**src/design/aes_pkg.sv**
```systemverilog
// Shared types, constants and byte functions for the AES-128 block encryptor.
package aes_pkg;

    localparam int HalfWidth  = 64;
    localparam int BlockWidth = 128;
    localparam int CfgIdxWidth = 1;
    localparam int NumRounds  = 10;
    localparam int RoundWidth = 4;

    localparam logic [CfgIdxWidth-1:0] CfgKeyUpper = 1'b0;
    localparam logic [CfgIdxWidth-1:0] CfgKeyLower = 1'b1;

    typedef struct packed {
        logic [HalfWidth-1:0] text_half;
        logic                 second_half;
    } aes_in_t;

    typedef struct packed {
        logic [HalfWidth-1:0] cipher_half;
        logic                 last_half;
    } aes_out_t;

    // controller -> datapath
    typedef struct packed {
        logic hold_first;
        logic load;
        logic round;
        logic last_round;
        logic emit_first;
        logic emit_second;
    } aes_cmd_t;

    localparam logic [7:0] SBOX [256] = '{
        8'h63,8'h7c,8'h77,8'h7b,8'hf2,8'h6b,8'h6f,8'hc5,8'h30,8'h01,8'h67,8'h2b,8'hfe,8'hd7,8'hab,8'h76,
        8'hca,8'h82,8'hc9,8'h7d,8'hfa,8'h59,8'h47,8'hf0,8'had,8'hd4,8'ha2,8'haf,8'h9c,8'ha4,8'h72,8'hc0,
        8'hb7,8'hfd,8'h93,8'h26,8'h36,8'h3f,8'hf7,8'hcc,8'h34,8'ha5,8'he5,8'hf1,8'h71,8'hd8,8'h31,8'h15,
        8'h04,8'hc7,8'h23,8'hc3,8'h18,8'h96,8'h05,8'h9a,8'h07,8'h12,8'h80,8'he2,8'heb,8'h27,8'hb2,8'h75,
        8'h09,8'h83,8'h2c,8'h1a,8'h1b,8'h6e,8'h5a,8'ha0,8'h52,8'h3b,8'hd6,8'hb3,8'h29,8'he3,8'h2f,8'h84,
        8'h53,8'hd1,8'h00,8'hed,8'h20,8'hfc,8'hb1,8'h5b,8'h6a,8'hcb,8'hbe,8'h39,8'h4a,8'h4c,8'h58,8'hcf,
        8'hd0,8'hef,8'haa,8'hfb,8'h43,8'h4d,8'h33,8'h85,8'h45,8'hf9,8'h02,8'h7f,8'h50,8'h3c,8'h9f,8'ha8,
        8'h51,8'ha3,8'h40,8'h8f,8'h92,8'h9d,8'h38,8'hf5,8'hbc,8'hb6,8'hda,8'h21,8'h10,8'hff,8'hf3,8'hd2,
        8'hcd,8'h0c,8'h13,8'hec,8'h5f,8'h97,8'h44,8'h17,8'hc4,8'ha7,8'h7e,8'h3d,8'h64,8'h5d,8'h19,8'h73,
        8'h60,8'h81,8'h4f,8'hdc,8'h22,8'h2a,8'h90,8'h88,8'h46,8'hee,8'hb8,8'h14,8'hde,8'h5e,8'h0b,8'hdb,
        8'he0,8'h32,8'h3a,8'h0a,8'h49,8'h06,8'h24,8'h5c,8'hc2,8'hd3,8'hac,8'h62,8'h91,8'h95,8'he4,8'h79,
        8'he7,8'hc8,8'h37,8'h6d,8'h8d,8'hd5,8'h4e,8'ha9,8'h6c,8'h56,8'hf4,8'hea,8'h65,8'h7a,8'hae,8'h08,
        8'hba,8'h78,8'h25,8'h2e,8'h1c,8'ha6,8'hb4,8'hc6,8'he8,8'hdd,8'h74,8'h1f,8'h4b,8'hbd,8'h8b,8'h8a,
        8'h70,8'h3e,8'hb5,8'h66,8'h48,8'h03,8'hf6,8'h0e,8'h61,8'h35,8'h57,8'hb9,8'h86,8'hc1,8'h1d,8'h9e,
        8'he1,8'hf8,8'h98,8'h11,8'h69,8'hd9,8'h8e,8'h94,8'h9b,8'h1e,8'h87,8'he9,8'hce,8'h55,8'h28,8'hdf,
        8'h8c,8'ha1,8'h89,8'h0d,8'hbf,8'he6,8'h42,8'h68,8'h41,8'h99,8'h2d,8'h0f,8'hb0,8'h54,8'hbb,8'h16
    };

    function automatic logic [7:0] xtime(input logic [7:0] x);
        xtime = {x[6:0], 1'b0} ^ (x[7] ? 8'h1b : 8'h00);
    endfunction

endpackage

```
**src/design/aes_ctrl.sv**
```systemverilog
// Sequencer for the AES-128 encryptor: load, ten rounds, two result halves.
module aes_ctrl (
    input  logic                clk,
    input  logic                rst_n,
    input  logic                start,
    input  logic                second_half,
    output logic                busy,
    output aes_pkg::aes_cmd_t   cmd
);
    import aes_pkg::*;

    typedef enum logic [3:0] {
        ST_IDLE   = 4'b0001,
        ST_ROUND  = 4'b0010,
        ST_EMIT1  = 4'b0100,
        ST_EMIT2  = 4'b1000
    } state_t;

    state_t                state_reg, state_next;
    logic [RoundWidth-1:0] round_reg, round_next;

    always_ff @(posedge clk or negedge rst_n)
    begin
        if (!rst_n)
        begin
            state_reg <= ST_IDLE;
            round_reg <= '0;
        end
        else
        begin
            state_reg <= state_next;
            round_reg <= round_next;
        end
    end

    always_comb
    begin
        state_next = state_reg;
        round_next = round_reg;
        cmd        = '0;
        busy       = 1'b1;
        unique case (state_reg)
            ST_IDLE:
            begin
                busy = 1'b0;
                if (start)
                begin
                    if (second_half)
                    begin
                        cmd.load   = 1'b1;
                        round_next = RoundWidth'(1);
                        state_next = ST_ROUND;
                    end
                    else
                    begin
                        cmd.hold_first = 1'b1;
                    end
                end
            end
            ST_ROUND:
            begin
                cmd.round      = 1'b1;
                cmd.last_round = (round_reg == RoundWidth'(NumRounds));
                round_next     = round_reg + RoundWidth'(1);
                if (cmd.last_round)
                    state_next = ST_EMIT1;
            end
            ST_EMIT1:
            begin
                cmd.emit_first = 1'b1;
                state_next     = ST_EMIT2;
            end
            ST_EMIT2:
            begin
                cmd.emit_second = 1'b1;
                state_next      = ST_IDLE;
            end
            default:
            begin
                state_next = ST_IDLE;
            end
        endcase
    end

endmodule

```
**config.mk**
```make
export PLATFORM = sky130hd
export DESIGN_NAME = aes_ctrl
export DESIGN_NICKNAME = d
export VERILOG_FILES = /design/src/design/aes_pkg.sv /design/src/design/aes_ctrl.sv
export SDC_FILE = /design/constraint.sdc
export NUM_CORES = 1
export LEC_CHECK = 0
export ABC_AREA = 1
export BUFFER_PORTS_ARGS = -buffer_cell sky130_fd_sc_hd__buf_2
export CAP_MARGIN = 25
export CORE_AREA = 2 2 39 41
export DETAILED_ROUTE_END_ITERATION = 6
export DIE_AREA = 0 0 41 43
export SYNTH_ARGS = -nofsm -noshare
export SYNTH_HDL_FRONTEND = slang
export SYNTH_SLANG_ARGS = --single-unit
```
**constraint.sdc**
```tcl
create_clock -name clk -period 1.61 [get_ports clk]
set_clock_uncertainty 0.15 [all_clocks]
set_input_delay 0.0805 -clock clk [delete_from_list [all_inputs] [get_ports clk]]
set_output_delay 0.0805 -clock clk [all_outputs]
set_load 0.02 [all_outputs]
```
==> metrics.txt <==
outcome completed; number of violations reported at the end of detailed-routing iteration 0 4; Logic pwr share between 30% and 40%; CTS buffer count 3; # setup viols final 0; cell types with the largest area share after synthesis sky130_fd_sc_hd__dfrtp_1, sky130_fd_sc_hd__nand2_1, sky130_fd_sc_hd__nand3_1; cell taking the most area after synthesis sky130_fd_sc_hd__dfrtp_1; Clk network pwr share about 22%; timing-limited maximum frequency approximately 0.62 GHz; Buf/Inv on CP 2; share of the clock period used by the worst path 99.66%; Unique masters post-synth 19; number of buffers between clock root and the deepest sink 2; worst slack at placement approximately 0.24 ns; antenna violation net count after detailed routing 0; remaining global-route overflow 0; Arrival @ worst endpoint roughly 1.4 ns; post-synthesis instance area approximately 450 um^2; width of the chip ~40 um; Cells after DPL 82; via count 420; highest-delay cell along the critical path sky130_fd_sc_hd__dfstp_2; min Tclk post-route ~1.6 ns; Tot GR Track Use 13.68%; port buffer count 10; Synth warnings 0; classification of the worst setup path reg -> out; placed cell areas between 500 and 600 um^2; area fraction of the dominant cell type after synthesis 38.89%; Hold/Removal Path Class in -> async; remaining design rule violation count 0; setup repair bufs after CTS 0; setup repair after global routing missed its margin true; CP top delay family flip-flops; Pleak 0.0003396 uW; Post-Syn Nets 62; Final Hold Fails 0; share of cells above drive strength 1 a little under a third; relative area change from synthesis to final layout 30.28%; clock tree from TritonCTS done; worst stage delay on the critical path 0.55 ns; fraction of power spent switching nets about 42%; net count of the finished layout 80; worst-margin pin slew 0.2022 ns; startpoint type of the worst setup path flip-flop; Die Area around 0.0018 mm^2; Max Transition Viols Final 0; post-synthesis sequential area ratio about 45%; synthesized instance count 56; average via count per standard cell ~4.7; Core Area 0.001384 mm^2; switching power ~340 uW; largest net degree at the start of global routing 9; number of I/O pins 11; number of diodes 0; final routed wire length divided by cell count about 11 um; CP Capture Type output port; data required time of the critical path between 1 and 1.5 ns; Reg power frac between 30% and 40%; estimated wirelength of the detail-placed design around 670 um; power per standard cell area around 1400 mW/mm^2; first-pass GRT wire length around 1600 um; Initial DRT Pass Iterations 2; gpl congestion about 0.8; synthesized flop and latch total 8; starting utilization of the core area ~33%; finished layout cell area 586.8 um^2; internal power around 460 uW; final std cells w/o fill 89; vias in the first global route around 380; Clock transition at path regs 0.06 ns; Die Y 43 um; clock tree sinks 8; count of fill cells added during filler insertion around 160; clock network latency to the later pin of the worst-skew pair between 0.2 and 0.3 ns; row count 14; final setup TNS 0 ns; mean instance size in the synthesized netlist just over 8 um^2; wire length after detailed routing between 900 and 1000 um; final setup margin approximately 0.0055 ns; initial antenna violation count 0; highest net fanout along the worst path 6; Worst VDD drop between 0.7 and 0.8 mV; cells along the critical path inv_2 > nor2_4 > nand2_2 > nor3_2 > buf_4; most common library cell in the layout ignoring fill and taps sky130_fd_sc_hd__nand2_1; CTS H-tree depth 1; Relative slew margins 86.39%; commonest cells after routing, fill and taps aside sky130_fd_sc_hd__nand2_1, sky130_fd_sc_hd__buf_2, sky130_fd_sc_hd__nand3_1, sky130_fd_sc_hd__dfrtp_1, sky130_fd_sc_hd__inv_1; clk root buf sky130_fd_sc_hd__clkbuf_4; fin util between 40% and 50%; number of max-capacitance violations reported 0
## cell usage after synthesis, drive strengths merged
| library cell | instances |
|---|---|
| nand2 | 16 |
| nand3 | 8 |
| dfrtp | 7 |
| inv | 7 |
| nor2 | 7 |
| ha | 2 |
| clkinv | 1 |
| dfstp | 1 |
| nand4 | 1 |
| nor3 | 1 |
| nor4 | 1 |
| o211ai | 1 |
| o21ai | 1 |
| or2 | 1 |
| xor2 | 1 |
## worst reg2reg max path: stages, from the launching register on
cell	delay [ns]
sky130_fd_sc_hd__dfrtp_1	0.41
sky130_fd_sc_hd__nor2_4	0.17
sky130_fd_sc_hd__nand3_2	0.16
sky130_fd_sc_hd__nand2_1	0.14
sky130_fd_sc_hd__nand2_2	0.08
sky130_fd_sc_hd__nand2_1	0.06
sky130_fd_sc_hd__nand2_1	0.05
## cell type report
class | count | area (um^2) | area share, %
Clock buffer | 4 | 26.28 | 4.478
Inverter | 8 | 30.03 | 5.117
Multi-Input combinational cell | 40 | 226.5 | 38.59
Sequential cell | 8 | 201.4 | 34.33
Tap cell | 16 | 20.02 | 3.412
Timing Repair Buffer | 13 | 82.58 | 14.07
## what timing repair did
item                       CTS  global route
hold buffers                 3             0
hold endpoints to repair    10             0
setup endpoints to repair    1             3
gates resized for setup      2             2
## per-stage QoR
stage / total power (uW) / hold WS (ns)
final: 799.8 / 0.03553
after global routing: 860.7 / 0.04609
after CTS: 800.4 / 0.03667
after detailed placement: 607.3 / -0.2137
after global placement: 599.7 / -0.2172
after floorplan: 529.9 / -0.3651
## power groups by stage
| stage | logic, uW | registers (uW) | clock network (uW) |
|---|---|---|---|
| 6_report | 305 | 318 | 177 |
| 5_1_grt | 345 | 329 | 186 |
| 4_1_cts | 302 | 318 | 181 |
| 3_5_place_dp | 286 | 321 | 0 |
| 3_3_place_gp | 281 | 319 | 0 |
| 2_1_floorplan | 221 | 309 | 0 |
## kinds of logic (layout without fill, tap and decap cells)
| kind of cell | after synthesis | in the layout | share of synthesized area (%) |
|---|---|---|---|
| AND/OR/NAND/NOR | 35 | 35 | 38.33 |
| flip-flops | 8 | 8 | 44.72 |
| buffers and inverters | 8 | 25 | 6.665 |
| adder cells (fa/ha/maj) | 2 | 2 | 5.555 |
| AO/OA/AOI/OAI | 2 | 2 | 2.777 |
| XOR/XNOR | 1 | 1 | 1.945 |
## layer usage
layer,track usage [%],wire length (um),up-vias
li1,-,-,214
met4,10.00,36,0
met5,0,0,-
met3,3.141,30,4
met1,16.56,400,197
met2,20.00,472,5
## final timing paths
| check | start | to | slack [ns] | cells after the start |
|---|---|---|---|---|
| max | state_reg[0] | cmd[5] | 0.006 | 5 |
| max in group asynchronous | rst_n | state_reg[0] | 1.03 | 2 |
| min reg2reg | round_reg[3] | round_reg[3] | 0.36 | 2 |
| min | rst_n | round_reg[2] | 0.04 | 2 |
| min in group clk | round_reg[3] | round_reg[3] | 0.36 | 2 |
| max reg2reg | state_reg[3] | round_reg[3] | 0.29 | 6 |
Power figures use the tool's default switching activity.
